<file path="src/rtl/csa_pkg.sv">
package csa_pkg;

	localparam logic [1:0] OP_TICK   = 2'd0;
	localparam logic [1:0] OP_TARGET = 2'd1;
	localparam logic [1:0] OP_EFFECT = 2'd2;

	localparam logic [2:0] REG_MIN_X = 3'd0;
	localparam logic [2:0] REG_MAX_X = 3'd1;
	localparam logic [2:0] REG_MIN_Y = 3'd2;
	localparam logic [2:0] REG_MAX_Y = 3'd3;
	localparam logic [2:0] REG_MIN_Z = 3'd4;
	localparam logic [2:0] REG_MAX_Z = 3'd5;

	localparam int US_BITS  = 20;
	localparam int DEN_BITS = 22;
	localparam logic [31:0] BOUND_LO_RST = 32'h8000_0000;
	localparam logic [31:0] BOUND_HI_RST = 32'h7FFF_FFFF;

	typedef struct packed {
		logic       load;
		logic       div_start;
		logic       div_sel;
		logic       m_load;
		logic       rate_set;
		logic       rate_div;
		logic       mul_en;
		logic [3:0] step;
		logic       clamp;
		logic       snap;
		logic       finish;
		logic       out_load;
	} cmd_t;

	typedef struct packed {
		logic op_tick;
		logic us_zero;
		logic m_zero;
		logic div_done;
	} sts_t;

endpackage

</file>
<file path="src/rtl/camera_smooth_approach.sv">
// channel | signals                                   | accepted when
// in      | in_valid, in_ready, op .. end_z            | in_valid && in_ready
// out     | out_valid, out_ready, cam_*_out .. phase_out | out_valid && out_ready
// cfg     | cfg_we, cfg_idx, cfg_data                  | cfg_we
// Op 1, 2 and 3 words pass only through the accept and the result load.
// A tick with elapsed_us of 0 skips the divider; otherwise two radix-2 divider
// passes of NW quotient bits each (NW = max(20, FRAC_BITS+3), 20 at Q16.16)
// and one check state come first, with only the first pass when m is 0. Then
// the 12-step multiply sequence runs, four steps per axis, then clamp, snap, finish.
// Reset zeroes camera, target and phase and opens the bounds; waypoints are not reset.
// A new word is taken while the last result still waits on out_ready.
module camera_smooth_approach #(
	parameter int FRAC_BITS  = 16,
	parameter int COORD_BITS = 32
) (
	input  logic                         clk,
	input  logic                         arst_n,
	input  logic                         cfg_we,
	input  logic [2:0]                   cfg_idx,
	input  logic [31:0]                  cfg_data,
	input  logic                         in_valid,
	output logic                         in_ready,
	input  logic [1:0]                   op,
	input  logic [19:0]                  elapsed_us,
	input  logic signed [COORD_BITS-1:0] pos_x,
	input  logic signed [COORD_BITS-1:0] pos_y,
	input  logic signed [COORD_BITS-1:0] pos_z,
	input  logic signed [COORD_BITS-1:0] end_x,
	input  logic signed [COORD_BITS-1:0] end_y,
	input  logic signed [COORD_BITS-1:0] end_z,
	output logic                         out_valid,
	input  logic                         out_ready,
	output logic signed [COORD_BITS-1:0] cam_x_out,
	output logic signed [COORD_BITS-1:0] cam_y_out,
	output logic signed [COORD_BITS-1:0] cam_z_out,
	output logic                         bounced,
	output logic                         arrived,
	output logic [2:0]                   phase_out
);
	import csa_pkg::*;

	cmd_t cmd;
	sts_t sts;

	csa_ctrl u_ctrl (
		.clk       (clk),
		.arst_n    (arst_n),
		.in_valid  (in_valid),
		.in_ready  (in_ready),
		.out_valid (out_valid),
		.out_ready (out_ready),
		.sts       (sts),
		.cmd       (cmd)
	);

	csa_dp #(.FRAC_BITS(FRAC_BITS), .COORD_BITS(COORD_BITS)) u_dp (
		.clk        (clk),
		.arst_n     (arst_n),
		.cmd        (cmd),
		.sts        (sts),
		.cfg_we     (cfg_we),
		.cfg_idx    (cfg_idx),
		.cfg_data   (cfg_data),
		.op         (op),
		.elapsed_us (elapsed_us),
		.pos_x      (pos_x),
		.pos_y      (pos_y),
		.pos_z      (pos_z),
		.end_x      (end_x),
		.end_y      (end_y),
		.end_z      (end_z),
		.cam_x_out  (cam_x_out),
		.cam_y_out  (cam_y_out),
		.cam_z_out  (cam_z_out),
		.bounced    (bounced),
		.arrived    (arrived),
		.phase_out  (phase_out)
	);
endmodule

</file>
<file path="src/rtl/csa_div.sv">
module csa_div #(
	parameter int NW = 20,
	parameter int DW = 22
) (
	input  logic          clk,
	input  logic          arst_n,
	input  logic          start,
	input  logic [NW-1:0] num,
	input  logic [DW-1:0] den,
	output logic          done,
	output logic [NW-1:0] quo
);
	localparam int CNTW = $clog2(NW + 1);

	logic [DW-1:0]   rem_q;
	logic [DW-1:0]   den_q;
	logic [NW-1:0]   sh_q;
	logic [CNTW-1:0] cnt_q;
	logic            busy_q;
	logic            done_q;
	logic [DW:0]     trial;
	logic            ge;

	assign trial = {rem_q, sh_q[NW-1]};
	assign ge    = trial >= {1'b0, den_q};
	assign done  = done_q;
	assign quo   = sh_q;

	always_ff @(posedge clk or negedge arst_n) begin
		if (!arst_n) begin
			busy_q <= 1'b0;
			done_q <= 1'b0;
			cnt_q  <= '0;
		end else begin
			done_q <= 1'b0;
			if (start && !busy_q) begin
				busy_q <= 1'b1;
				cnt_q  <= CNTW'(NW);
			end else if (busy_q) begin
				cnt_q <= cnt_q - 1'b1;
				if (cnt_q == CNTW'(1)) begin
					busy_q <= 1'b0;
					done_q <= 1'b1;
				end
			end
		end
	end

	always_ff @(posedge clk) begin
		if (start && !busy_q) begin
			rem_q <= '0;
			den_q <= den;
			sh_q  <= num;
		end else if (busy_q) begin
			rem_q <= ge ? DW'(trial - {1'b0, den_q}) : DW'(trial);
			sh_q  <= {sh_q[NW-2:0], ge};
		end
	end
endmodule

</file>
<file path="src/rtl/csa_dp.sv">
module csa_dp #(
	parameter int FRAC_BITS  = 16,
	parameter int COORD_BITS = 32
) (
	input  logic                         clk,
	input  logic                         arst_n,
	input  csa_pkg::cmd_t                cmd,
	output csa_pkg::sts_t                sts,
	input  logic                         cfg_we,
	input  logic [2:0]                   cfg_idx,
	input  logic [31:0]                  cfg_data,
	input  logic [1:0]                   op,
	input  logic [19:0]                  elapsed_us,
	input  logic signed [COORD_BITS-1:0] pos_x,
	input  logic signed [COORD_BITS-1:0] pos_y,
	input  logic signed [COORD_BITS-1:0] pos_z,
	input  logic signed [COORD_BITS-1:0] end_x,
	input  logic signed [COORD_BITS-1:0] end_y,
	input  logic signed [COORD_BITS-1:0] end_z,
	output logic signed [COORD_BITS-1:0] cam_x_out,
	output logic signed [COORD_BITS-1:0] cam_y_out,
	output logic signed [COORD_BITS-1:0] cam_z_out,
	output logic                         bounced,
	output logic                         arrived,
	output logic [2:0]                   phase_out
);
	import csa_pkg::*;

	localparam int F  = FRAC_BITS;
	localparam int CW = COORD_BITS;
	localparam int NW = (F + 3 > US_BITS) ? F + 3 : US_BITS;
	localparam int MW = (CW - F > F) ? CW - F : F;
	localparam logic [F:0]    ONE_Q    = (F+1)'(1) << F;
	localparam logic [F:0]    RATE_Z   = (F+1)'((5 * (2 ** F)) / 21);
	localparam logic [NW-1:0] NUM_MEGA = NW'(1000000);
	localparam logic [NW-1:0] NUM_FAST = NW'(5 * (2 ** F));
	localparam logic [CW-1:0] SNAP_MAX = CW'((2 ** F - 1) / 200);

	logic [31:0] min_q [3];
	logic [31:0] max_q [3];
	logic signed [CW-1:0] cam_q [3];
	logic signed [CW-1:0] tgt_q [3];
	logic signed [CW-1:0] st_q  [3];
	logic signed [CW-1:0] en_q  [3];
	logic [2:0]           phase_q;
	logic                 was_q;
	logic                 bnc_q;
	logic [US_BITS-1:0]   us_q;
	logic [US_BITS-1:0]   m_q;
	logic [F:0]           r_q;
	logic [CW-1:0]        gap_q;
	logic                 up_q;
	logic [MW+F:0]        ph_q;
	logic [MW+F:0]        pl_q;

	logic signed [CW-1:0] lo [3];
	logic signed [CW-1:0] hi [3];
	logic signed [CW-1:0] nt [3];
	logic signed [CW-1:0] c_sel;
	logic signed [CW-1:0] t_sel;
	logic [1:0]           ax;
	logic [MW-1:0]        mop;
	logic [MW+F:0]        prod;
	logic [MW+F:0]        sum;
	logic [CW-1:0]        sc;
	logic                 slow;
	logic                 match;
	logic [2:0]           phase_nx;
	logic                 div_done;
	logic [NW-1:0]        quo;
	logic [NW-1:0]        div_num;
	logic [DEN_BITS-1:0]  div_den;
	logic [DEN_BITS-1:0]  m2;
	logic [DEN_BITS-1:0]  m3;

	assign ax    = cmd.step[3:2];
	assign c_sel = cam_q[ax];
	assign t_sel = tgt_q[ax];
	assign mop   = cmd.step[1:0] == 2'd1 ? MW'(gap_q[CW-1:F]) : MW'(gap_q[F-1:0]);
	assign prod  = (MW+F+1)'(mop * r_q);
	assign sum   = ph_q + (pl_q >> F);
	assign sc    = CW'(sum);
	assign slow  = phase_q >= 3'd2;
	assign match = cam_q[0] == tgt_q[0] && cam_q[1] == tgt_q[1] && cam_q[2] == tgt_q[2];

	assign m2      = {1'b0, m_q, 1'b0};
	assign m3      = m2 + {2'b0, m_q};
	assign div_num = cmd.div_sel ? (slow ? NW'(ONE_Q) : NUM_FAST) : NUM_MEGA;
	assign div_den = cmd.div_sel ? (slow ? m3 : m2) : {2'b0, us_q};

	assign sts.op_tick  = op == OP_TICK;
	assign sts.us_zero  = us_q == '0;
	assign sts.m_zero   = m_q == '0;
	assign sts.div_done = div_done;

	csa_div #(.NW(NW), .DW(DEN_BITS)) u_div (
		.clk    (clk),
		.arst_n (arst_n),
		.start  (cmd.div_start),
		.num    (div_num),
		.den    (div_den),
		.done   (div_done),
		.quo    (quo)
	);

	always_comb begin
		for (int a = 0; a < 3; a++) begin
			lo[a] = CW'($signed(min_q[a]));
			hi[a] = CW'($signed(max_q[a]));
			case (phase_q)
				3'd1:    nt[a] = st_q[a];
				3'd3:    nt[a] = en_q[a];
				default: nt[a] = tgt_q[a];
			endcase
		end
		case (phase_q)
			3'd0:    phase_nx = 3'd0;
			3'd1:    phase_nx = 3'd2;
			3'd2:    phase_nx = was_q ? 3'd3 : 3'd2;
			3'd3:    phase_nx = 3'd4;
			3'd4:    phase_nx = was_q ? 3'd0 : 3'd4;
			default: phase_nx = 3'd0;
		endcase
	end

	always_ff @(posedge clk or negedge arst_n) begin
		if (!arst_n) begin
			for (int a = 0; a < 3; a++) begin
				min_q[a] <= BOUND_LO_RST;
				max_q[a] <= BOUND_HI_RST;
				cam_q[a] <= '0;
				tgt_q[a] <= '0;
			end
			phase_q <= '0;
		end else begin
			if (cfg_we) begin
				case (cfg_idx)
					REG_MIN_X: min_q[0] <= cfg_data;
					REG_MAX_X: max_q[0] <= cfg_data;
					REG_MIN_Y: min_q[1] <= cfg_data;
					REG_MAX_Y: max_q[1] <= cfg_data;
					REG_MIN_Z: min_q[2] <= cfg_data;
					REG_MAX_Z: max_q[2] <= cfg_data;
					default: ;
				endcase
			end
			if (cmd.load) begin
				case (op)
					OP_TARGET: begin
						tgt_q[0] <= pos_x;
						tgt_q[1] <= pos_y;
						tgt_q[2] <= pos_z;
						phase_q  <= 3'd0;
					end
					OP_EFFECT: phase_q <= 3'd1;
					default: ;
				endcase
			end
			if (cmd.mul_en && cmd.step[1:0] == 2'd3)
				cam_q[ax] <= up_q ? c_sel + $signed(sc) : c_sel - $signed(sc);
			if (cmd.clamp) begin
				phase_q <= phase_nx;
				for (int a = 0; a < 3; a++) begin
					if (cam_q[a] < lo[a]) begin
						cam_q[a] <= lo[a];
						tgt_q[a] <= lo[a];
					end else if (cam_q[a] > hi[a]) begin
						cam_q[a] <= hi[a];
						tgt_q[a] <= hi[a];
					end else begin
						tgt_q[a] <= nt[a];
					end
				end
			end
			if (cmd.snap) begin
				for (int a = 0; a < 3; a++) begin
					if ((tgt_q[a] > cam_q[a] ? CW'(tgt_q[a] - cam_q[a])
					     : CW'(cam_q[a] - tgt_q[a])) <= SNAP_MAX)
						cam_q[a] <= tgt_q[a];
				end
			end
			if (cmd.finish && match)
				phase_q <= 3'd0;
		end
	end

	always_ff @(posedge clk) begin
		if (cmd.load) begin
			us_q  <= elapsed_us;
			was_q <= match;
			bnc_q <= 1'b0;
			if (op == OP_EFFECT) begin
				st_q[0] <= pos_x;
				st_q[1] <= pos_y;
				st_q[2] <= pos_z;
				en_q[0] <= end_x;
				en_q[1] <= end_y;
				en_q[2] <= end_z;
			end
		end
		if (cmd.m_load)
			m_q <= quo[US_BITS-1:0];
		if (cmd.rate_set)
			r_q <= (sts.us_zero && slow) ? RATE_Z : ONE_Q;
		if (cmd.rate_div)
			r_q <= quo > NW'(ONE_Q) ? ONE_Q : quo[F:0];
		if (cmd.mul_en) begin
			case (cmd.step[1:0])
				2'd0: begin
					up_q  <= t_sel > c_sel;
					gap_q <= t_sel > c_sel ? CW'(t_sel - c_sel) : CW'(c_sel - t_sel);
				end
				2'd1:    ph_q <= prod;
				2'd2:    pl_q <= prod;
				default: ;
			endcase
		end
		if (cmd.clamp) begin
			for (int a = 0; a < 3; a++)
				if (cam_q[a] < lo[a] || cam_q[a] > hi[a])
					bnc_q <= 1'b1;
		end
		if (cmd.out_load) begin
			cam_x_out <= cam_q[0];
			cam_y_out <= cam_q[1];
			cam_z_out <= cam_q[2];
			bounced   <= bnc_q;
			arrived   <= match;
			phase_out <= phase_q;
		end
	end
endmodule

</file>
<file path="src/rtl/csa_ctrl.sv">
module csa_ctrl (
	input  logic          clk,
	input  logic          arst_n,
	input  logic          in_valid,
	output logic          in_ready,
	output logic          out_valid,
	input  logic          out_ready,
	input  csa_pkg::sts_t sts,
	output csa_pkg::cmd_t cmd
);
	import csa_pkg::*;

	typedef enum logic [9:0] {
		S_IDLE  = 10'b00_0000_0001,
		S_RATE  = 10'b00_0000_0010,
		S_DIV1  = 10'b00_0000_0100,
		S_MCHK  = 10'b00_0000_1000,
		S_DIV2  = 10'b00_0001_0000,
		S_MUL   = 10'b00_0010_0000,
		S_CLAMP = 10'b00_0100_0000,
		S_SNAP  = 10'b00_1000_0000,
		S_FIN   = 10'b01_0000_0000,
		S_DONE  = 10'b10_0000_0000
	} state_t;

	state_t     state_q, state_nx;
	logic [3:0] step_q;
	logic       ov_q;
	logic       out_free;

	assign in_ready  = state_q == S_IDLE;
	assign out_valid = ov_q;
	assign out_free  = !ov_q || out_ready;

	always_comb begin
		cmd      = '0;
		cmd.step = step_q;
		state_nx = state_q;
		case (state_q)
			S_IDLE: begin
				if (in_valid) begin
					cmd.load = 1'b1;
					state_nx = sts.op_tick ? S_RATE : S_DONE;
				end
			end
			S_RATE: begin
				if (sts.us_zero) begin
					cmd.rate_set = 1'b1;
					state_nx     = S_MUL;
				end else begin
					cmd.div_start = 1'b1;
					state_nx      = S_DIV1;
				end
			end
			S_DIV1: begin
				if (sts.div_done) begin
					cmd.m_load = 1'b1;
					state_nx   = S_MCHK;
				end
			end
			S_MCHK: begin
				if (sts.m_zero) begin
					cmd.rate_set = 1'b1;
					state_nx     = S_MUL;
				end else begin
					cmd.div_start = 1'b1;
					cmd.div_sel   = 1'b1;
					state_nx      = S_DIV2;
				end
			end
			S_DIV2: begin
				if (sts.div_done) begin
					cmd.rate_div = 1'b1;
					state_nx     = S_MUL;
				end
			end
			S_MUL: begin
				cmd.mul_en = 1'b1;
				if (step_q == 4'd11)
					state_nx = S_CLAMP;
			end
			S_CLAMP: begin
				cmd.clamp = 1'b1;
				state_nx  = S_SNAP;
			end
			S_SNAP: begin
				cmd.snap = 1'b1;
				state_nx = S_FIN;
			end
			S_FIN: begin
				cmd.finish = 1'b1;
				state_nx   = S_DONE;
			end
			S_DONE: begin
				if (out_free) begin
					cmd.out_load = 1'b1;
					state_nx     = S_IDLE;
				end
			end
			default: state_nx = S_IDLE;
		endcase
	end

	always_ff @(posedge clk or negedge arst_n) begin
		if (!arst_n) begin
			state_q <= S_IDLE;
			step_q  <= '0;
			ov_q    <= 1'b0;
		end else begin
			state_q <= state_nx;
			step_q  <= (state_q == S_MUL) ? step_q + 1'b1 : '0;
			if (cmd.out_load)
				ov_q <= 1'b1;
			else if (out_ready)
				ov_q <= 1'b0;
		end
	end
endmodule

</file>
<file path="config.mk">
export PLATFORM = sky130hd
export DESIGN_NAME = camera_smooth_approach
export DESIGN_NICKNAME = d
export VERILOG_FILES = /design/src/rtl/csa_pkg.sv /design/src/rtl/camera_smooth_approach.sv /design/src/rtl/csa_div.sv /design/src/rtl/csa_dp.sv /design/src/rtl/csa_ctrl.sv
export SDC_FILE = /design/constraint.sdc
export NUM_CORES = 2
export LEC_CHECK = 0
export BUFFER_PORTS_ARGS = -buffer_cell sky130_fd_sc_hd__buf_4
export CAP_MARGIN = 20
export CORE_MARGIN = 4
export CORE_UTILIZATION = 52
export DETAILED_ROUTE_END_ITERATION = 7
export GPL_TIMING_DRIVEN = 0
export MAX_ROUTING_LAYER = met4
export PLACE_DENSITY = 0.68
export SKIP_CTS_REPAIR_TIMING = 1
export SYNTH_ARGS = -nofsm -noshare
export SYNTH_HDL_FRONTEND = slang
export SYNTH_SLANG_ARGS = --single-unit
export TNS_END_PERCENT = 100
</file>
<file path="constraint.sdc">
create_clock -name clk -period 8.37 [get_ports clk]
set_input_delay 1.2555 -clock clk [delete_from_list [all_inputs] [get_ports clk]]
set_output_delay 1.2555 -clock clk [all_outputs]
set_load 0.01 [all_outputs]
</file>
-- Yosys cells after proc, flatten, opt, wreduce, memory -nomap -nowiden
Memories as Yosys holds them, arrays and structs flattened.
Index checks and enable logic that the tools add are counted.
- add/sub/neg operators: 15
- multipliers: 1
- $lt $le $gt $ge: 18
- eq/ne operators: 37
- mux-type cells: 103
- bitwise logic cells: 1
- reduce and logical (&&, ||, !) cells: 40
- operators by type and width (kind ; number):
    $mux 32 ; 25
    $mux 96 ; 6
    $sub 32x32->32 ; 9
    $gt 32x32->1 ; 7
    $pmux 32 s2 ; 3
    $bmux 32 s2 ; 2
    $pmux 10 s10 ; 1
    $bwmux 96 ; 1
    $eq 32x32->1 ; 3
    $le 32x9->1 const B ; 3
    $lt 32x32->1 ; 3
    $mux 20 ; 4
    $mux 17 ; 4
    $demux 32 s2 ; 1
    $mux 10 ; 6
    $logic_not 20->1 ; 2
    $mul 16x17->33 ; 1
    $add 32x17->32 ; 1
    $add 32x32->32 ; 1
    $mux 1 ; 32
    $ge 23x22->1 ; 1
    $add 21x20->22 ; 1
    $mux 22 ; 1
    $reduce_and 2->1 ; 11
    49 further kinds ; 86
- register bits after elaboration: 731
- bits in writable memories: 192
- input port bits: 254
- output and inout bits: 103
- word-level logic and storage cells: 256
- memories: 2
- memories (memory ; depth ; width ; rd ports ; clocked after memory_dff ; write ports ; line ; source):
    u_dp.en_q ; 3 ; 32 ; 3 ; 0 ; 3 ; csa_dp.sv:44 ; logic signed [CW-1:0] en_q [3];
    u_dp.st_q ; 3 ; 32 ; 3 ; 0 ; 3 ; csa_dp.sv:43 ; logic signed [CW-1:0] st_q [3];

-- Depth between registers and ports, before layout
- depth after elaboration: 13
- mapped depth: 30
- mapped depth without buffers: 27

-- Hierarchy
Synthesis repeated with hierarchy kept, for this count alone.
- cell total of the unflattened synthesis: 7840
- area total of the unflattened synthesis: 72306.8 sq um
- modules (own cells, without submodules) (module ; times used ; cells an instance ; area an instance (sq um) ; sequential area each (sq um)):
    csa_dp ; 1 ; 7356 ; 67312.1 ; 22826.9
    csa_div ; 1 ; 381 ; 4002.6 ; 1876.8
    csa_ctrl ; 1 ; 103 ; 992.2 ; 376.6

-- Least setup slack after synthesis
No wires, ideal clock.
- kind: register to register
- from: register u_ctrl.step_q[1]
- to: register u_dp.ph_q[26], data pin
- setup time: 264 ps
- arrival: 7187 ps
- data required time: 8106 ps
- path slack: 920 ps
- stages on the path, launching flop included: 30
- cell sequence: dfrtp_1 inv_1 ha_1 clkbuf_1 clkbuf_1 mux2_2 clkbuf_1 nand2_1 fa_1 inv_1 fa_1 inv_1 fa_1 fa_1 inv_1 fa_1 inv_1 fa_1 inv_1 ha_1 a21o_1 a221oi_1 nand2_1 a22oi_1 o41ai_1 o31ai_1 nand2_1 a21o_1 a21oi_1 xnor2_1
- cells in the longest elaborated chain, start to end: 3
- RTL lines (element ; line ; source):
    from (decl) ; csa_ctrl.sv:27 ; logic [3:0] step_q;
    from (signal assigned) ; csa_ctrl.sv:111 ; step_q <= (state_q == S_MUL) ? step_q + 1'b1 : '0;
    $eq 2x1->1 ; csa_dp.sv:79 ; assign mop = cmd.step[1:0] == 2'd1 ? MW'(gap_q[CW-1:F]) : MW'(gap_q[F-1:0]);
    $mux 16 ; csa_dp.sv:79 ;
    $mul 16x17->33 ; csa_dp.sv:80 ; assign prod = (MW+F+1)'(mop * r_q);
    via u_dp.prod[26] ; csa_dp.sv:63 ; logic [MW+F:0] prod;
    to (signal assigned) ; csa_dp.sv:213 ; 2'd1: ph_q <= prod;
    to (decl) ; csa_dp.sv:53 ; logic [MW+F:0] ph_q;
The timed path passes the listed nets, and every way through them passes these cells.
A chain may end at the register's enable or synchronous reset.

-- Final worst setup path
- from: register u_ctrl.step_q[2]
- to: register u_dp.cam_q[25] (netlist name)
- cells in the longest elaborated chain, start to end: 13
- elaborated cells on any way between the ends: 19
- RTL lines (element ; line ; source):
    $not 2->3 (*) ; csa_dp.sv:77, csa_dp.sv:160 ;
    $bmux 32 s2 ; csa_dp.sv:77 ; assign c_sel = cam_q[ax];
    $mux 32 (implied by the code) (2 in series) ; csa_dp.sv:77 ;
    $sub 32x32->32 or $add 32x32->32 (tied branches) ; csa_dp.sv:160 ; cam_q[ax] <= up_q ? c_sel + $signed(sc) : c_sel - $signed(sc);
    $mux 32 ; csa_dp.sv:160 ;
    $bwmux 96 (*) ; csa_dp.sv:160 ;
    $mux 96 (*) ; csa_dp.sv:159 ; if (cmd.mul_en && cmd.step[1:0] == 2'd3)
    $mux 32 ; csa_dp.sv:167 ; end else if (cam_q[a] > hi[a]) begin
    $mux 32 ; csa_dp.sv:164 ; if (cam_q[a] < lo[a]) begin
    $mux 96 (*) ; csa_dp.sv:161 ; if (cmd.clamp) begin
    $mux 32 ; csa_dp.sv:177 ; if ((tgt_q[a] > cam_q[a] ? CW'(tgt_q[a] - cam_q[a])
    $mux 96 (*) ; csa_dp.sv:175 ; if (cmd.snap) begin
    to (signal, indexed assignment) ; csa_dp.sv:160 ;
    to (signal, indexed assignment) ; csa_dp.sv:165 ; cam_q[a] <= lo[a];
    to (signal, indexed assignment) ; csa_dp.sv:179 ; cam_q[a] <= tgt_q[a];
    to (decl) ; csa_dp.sv:41 ; logic signed [CW-1:0] cam_q [3];
Mark *: on every way between the ends. The rest lies on a longest branch, timed or not. The select of a mux whose other input is x is not followed.

==> run metrics <==
register area share after synthesis=35.0%; final hold viol count=0; syn nets=about 8,900; number of register bits inferred by synthesis=just over 900; remaining routing DRC violations=0; outcome=completed; synthesized cell area=71,800 um2; final-layout fill cell count=approximately 12,000; async set-or-reset flop fraction in the synthesized netlist=45.1%; total gr overflow=0; Internal Pwr Total=around 12,000 uW; worst relative slew slack=16.2%; # Max-Cap Violations=0; Synth area leaders=sky130_fd_sc_hd__edfxtp_1 20%, sky130_fd_sc_hd__ha_1 11%, sky130_fd_sc_hd__dfrtp_1 11%; post-DR wirelength/cell=approximately 30 um; post-synth top area share=approximately 20%; Most used DFF post-synth=sky130_fd_sc_hd__edfxtp_1; via count of the first global-routing pass=62,464; total power divided by cell area=about 250 nW/um2; Placement Cell Area=77,600 um2; starting utilization of the core area=between 50 and 60%; ratio of routed vias to standard cells=about 6.4; post-synthesis cell type with the largest combined area=sky130_fd_sc_hd__edfxtp_1; crit path DAT=roughly 8.6 ns; worst setup skew after layout=between 0.1 and 0.15 ns; leading post-synthesis cells by instance count=845 x sky130_fd_sc_hd__inv_1, 657 x sky130_fd_sc_hd__ha_1, 600 x sky130_fd_sc_hd__nand2_1, 586 x sky130_fd_sc_hd__a21oi_1, 550 x sky130_fd_sc_hd__nor2_1; Worst-path clk slew=~0.07 ns; clock insertion delay at the later pin of the skew report=~0.79 ns; Worst Hold Class=in2async; count of pins over their slew limit=0; HPWL Detailed=roughly 250,000 um; reg-to-reg slack, setup=0.43 ns; area of the core region=137,000 um2; Achievable Freq=approximately 130 MHz; cell with the most instances after synthesis=sky130_fd_sc_hd__inv_1; Area Growth Syn to Fin=13.3%; Die Outline Area=approximately 140,000 um2; number of library cell types mapped by synthesis=100; first-iteration detailed-routing DRC count=about 8,400; global router's overall resource usage=around 43%; number of primary I/O pins=about 360; die extent in y=379 um; post-layout min period=roughly 7.9 ns; TritonCTS clock tree=yes; chain of cells forming the critical path=clkbuf_1, clkbuf_1, clkbuf_2, mux2i_1, nor2_1, a21oi_1, inv_1, ha_1, a211oi_1, o21ai_0, a31oi_1, a211oi_1, nor4b_1, o21ai_0, o31ai_1, xor2_2, o21ai_0, a21oi_1, mux2i_1; Final Setup Violations=0; unrepaired setup endpoints after global routing=false; cell chosen for the clock root=sky130_fd_sc_hd__clkbuf_16; Longest Clk Path Bufs=3; antenna violations before repair=32; largest net degree at the start of global routing=120; 1st-pass router iterations=7; start-to-end type of the worst setup path=reg2reg; total of warnings raised by yosys=0; remaining number of nets flagged by the antenna check after routing=0; Total Wirelength=between 300,000 and 400,000 um; Setup Slack @ Placement=-0.561 ns; share of total power consumed by net switching=43.6%; global placer's final weighted congestion=around 1.1; net switching power of the design=between 8000 and 9000 uW; worst-margin pin slew=1.26 ns; largest vdd supply drop=about 0.24 mV; horizontal die dimension=379 um; synthesized area per cell=between 9 and 10 um2; clock share of power=between 20% and 30%; cell with the most instances on the worst path=sky130_fd_sc_hd__o21ai_0; accumulated negative setup slack=0 ns; biggest cell delay along the critical path=0.79 ns; TritonCTS Sinks=907; Post-synth EDFFs=roughly 480; Final Util=about three fifths; number of standard cells after synthesis=7,739; CTS Buf Count=100; Data required, critical path=around 9 ns; count of buffer and inverter cells on the critical path=4; leakage power=around 0.036 uW; port bufs=~350; final layout net count=9,373; fraction of power consumed by sequential logic=about a third; share of layout cells above drive strength 1=between 10 and 15%; cell with the biggest individual delay on the critical path=sky130_fd_sc_hd__mux2i_1; type of origin of the critical path=flip-flop; maximum net fanout on the critical path=10; first-pass GRT wire length=around 430,000 um; sort of element at the end of the critical path=flip-flop; # rows=between 100 and 150; worst-case setup margin in the final layout=around 0.43 ns; final clock period utilization by the worst path=94.9%; summed area of non-filler cells in the final layout=between 80,000 and 90,000 um2; vias post-DR=around 65,000; Worst path top cell family by delay=compound AO/OA/AOI/OAI gates; logic gate share of total power=between 40% and 50%; total number of H-tree levels=3
[registers in the layout, summed over array words and instances (netlist names), 22 cells and up]
name / flops
u_dp.cam_q: 96
u_dp.en_q: 96
u_dp.hi: 96
u_dp.lo: 96
u_dp.st_q: 96
u_dp.tgt_q: 96
u_dp.cam_x_out: 32
u_dp.cam_y_out: 32
u_dp.cam_z_out: 32
u_dp.gap_q: 32
u_dp.ph_q: 32
u_dp.u_div.den_q: 22
u_dp.u_div.rem_q: 22
[final timing paths]
| path | from | end | depth (start not counted) |
|---|---|---|---|
| hold / removal | arst_n | u_dp.tgt_q[14] | 1 |
| max in group asynchronous | arst_n | u_dp.hi[84] | 4 |
| hold reg to reg | u_dp.u_div.quo[18] | u_dp.m_q[18] | 0 |
| setup / recovery | u_ctrl.step_q[2] | u_dp.cam_q[25] | 19 |
| setup reg to reg | u_ctrl.step_q[2] | u_dp.cam_q[25] | 19 |
| min in group clk | u_dp.u_div.quo[18] | u_dp.m_q[18] | 0 |
[logic make-up after synthesis]
| kind of cell | Yosys count | synth area share (%) |
|---|---|---|
| compound gates | 2114 | 18.8 |
| xor+xnor | 241 | 2.94 |
| fa+ha+maj | 877 | 17.6 |
| mux | 419 | 6.28 |
| buf+inv | 1222 | 6.54 |
| simple gates | 1959 | 12.9 |
| flops | 907 | 35.0 |
[per-layer routing]
layer / track usage [%] / up-vias / wire length, um
met2: 59.4 / 3869 / 125000
met3: 12.9 / 739 / 38500
met1: 56.4 / 32326 / 122000
met4: 21.8 / 0 / 18600
met5: - / - / 0
li1: - / 28514 / -
[cells in the final DEF (no fill, tap or decap), drive strengths merged, types with 97 or more instances in the layout]
| master | netlist | routed |
|---|---|---|
| inv | 846 | 855 |
| ha | 657 | 657 |
| nand2 | 600 | 600 |
| a21oi | 587 | 587 |
| nor2 | 550 | 550 |
| o21ai | 482 | 482 |
| buf | 73 | 477 |
| edfxtp | 475 | 475 |
| clkbuf | 303 | 431 |
| dfrtp | 312 | 312 |
| mux2i | 260 | 260 |
| a21o | 226 | 226 |
| fa | 220 | 220 |
| mux2 | 159 | 159 |
| xnor2 | 155 | 155 |
| nand3 | 129 | 129 |
| nor3 | 119 | 119 |
| a211oi | 109 | 109 |
| o211ai | 100 | 100 |
| dfstp | 97 | 97 |
[final cells by class]
type,count,area (um2),share of cell area [%]
clock buffers,131,2720,3.35
inverters,846,3180,3.91
multi-input cells,5610,42200,51.9
clock inverters,57,791,0.973
well taps,1794,2240,2.76
flip-flops and latches,907,25100,30.9
diodes,29,72.6,0.0893
plain buffers,372,1510,1.86
repair buffers,405,3470,4.27
[stage by stage]
step / total power (uW) / std cells / hold WS, ns
global placement: 15400 / 9887 / 0.457
CTS: 20200 / 10122 / 0.224
finish: 20600 / 10151 / 0.252
detailed placement: 15500 / 9934 / 0.472
floorplan: 12100 / 7739 / 0.408
global route: 21500 / 10143 / 0.240
[power by group through the flow]
stage	sequential (uW)	clock [uW]	combinational (uW)
after detailed placement	6880	0	8580
after CTS	6810	4800	8640
final	6940	4770	8880
after global placement	6930	0	8490
after floorplan	6300	0	5800
after global routing	6910	5000	9600
No activity file was read; power rests on OpenSTA's default activity.
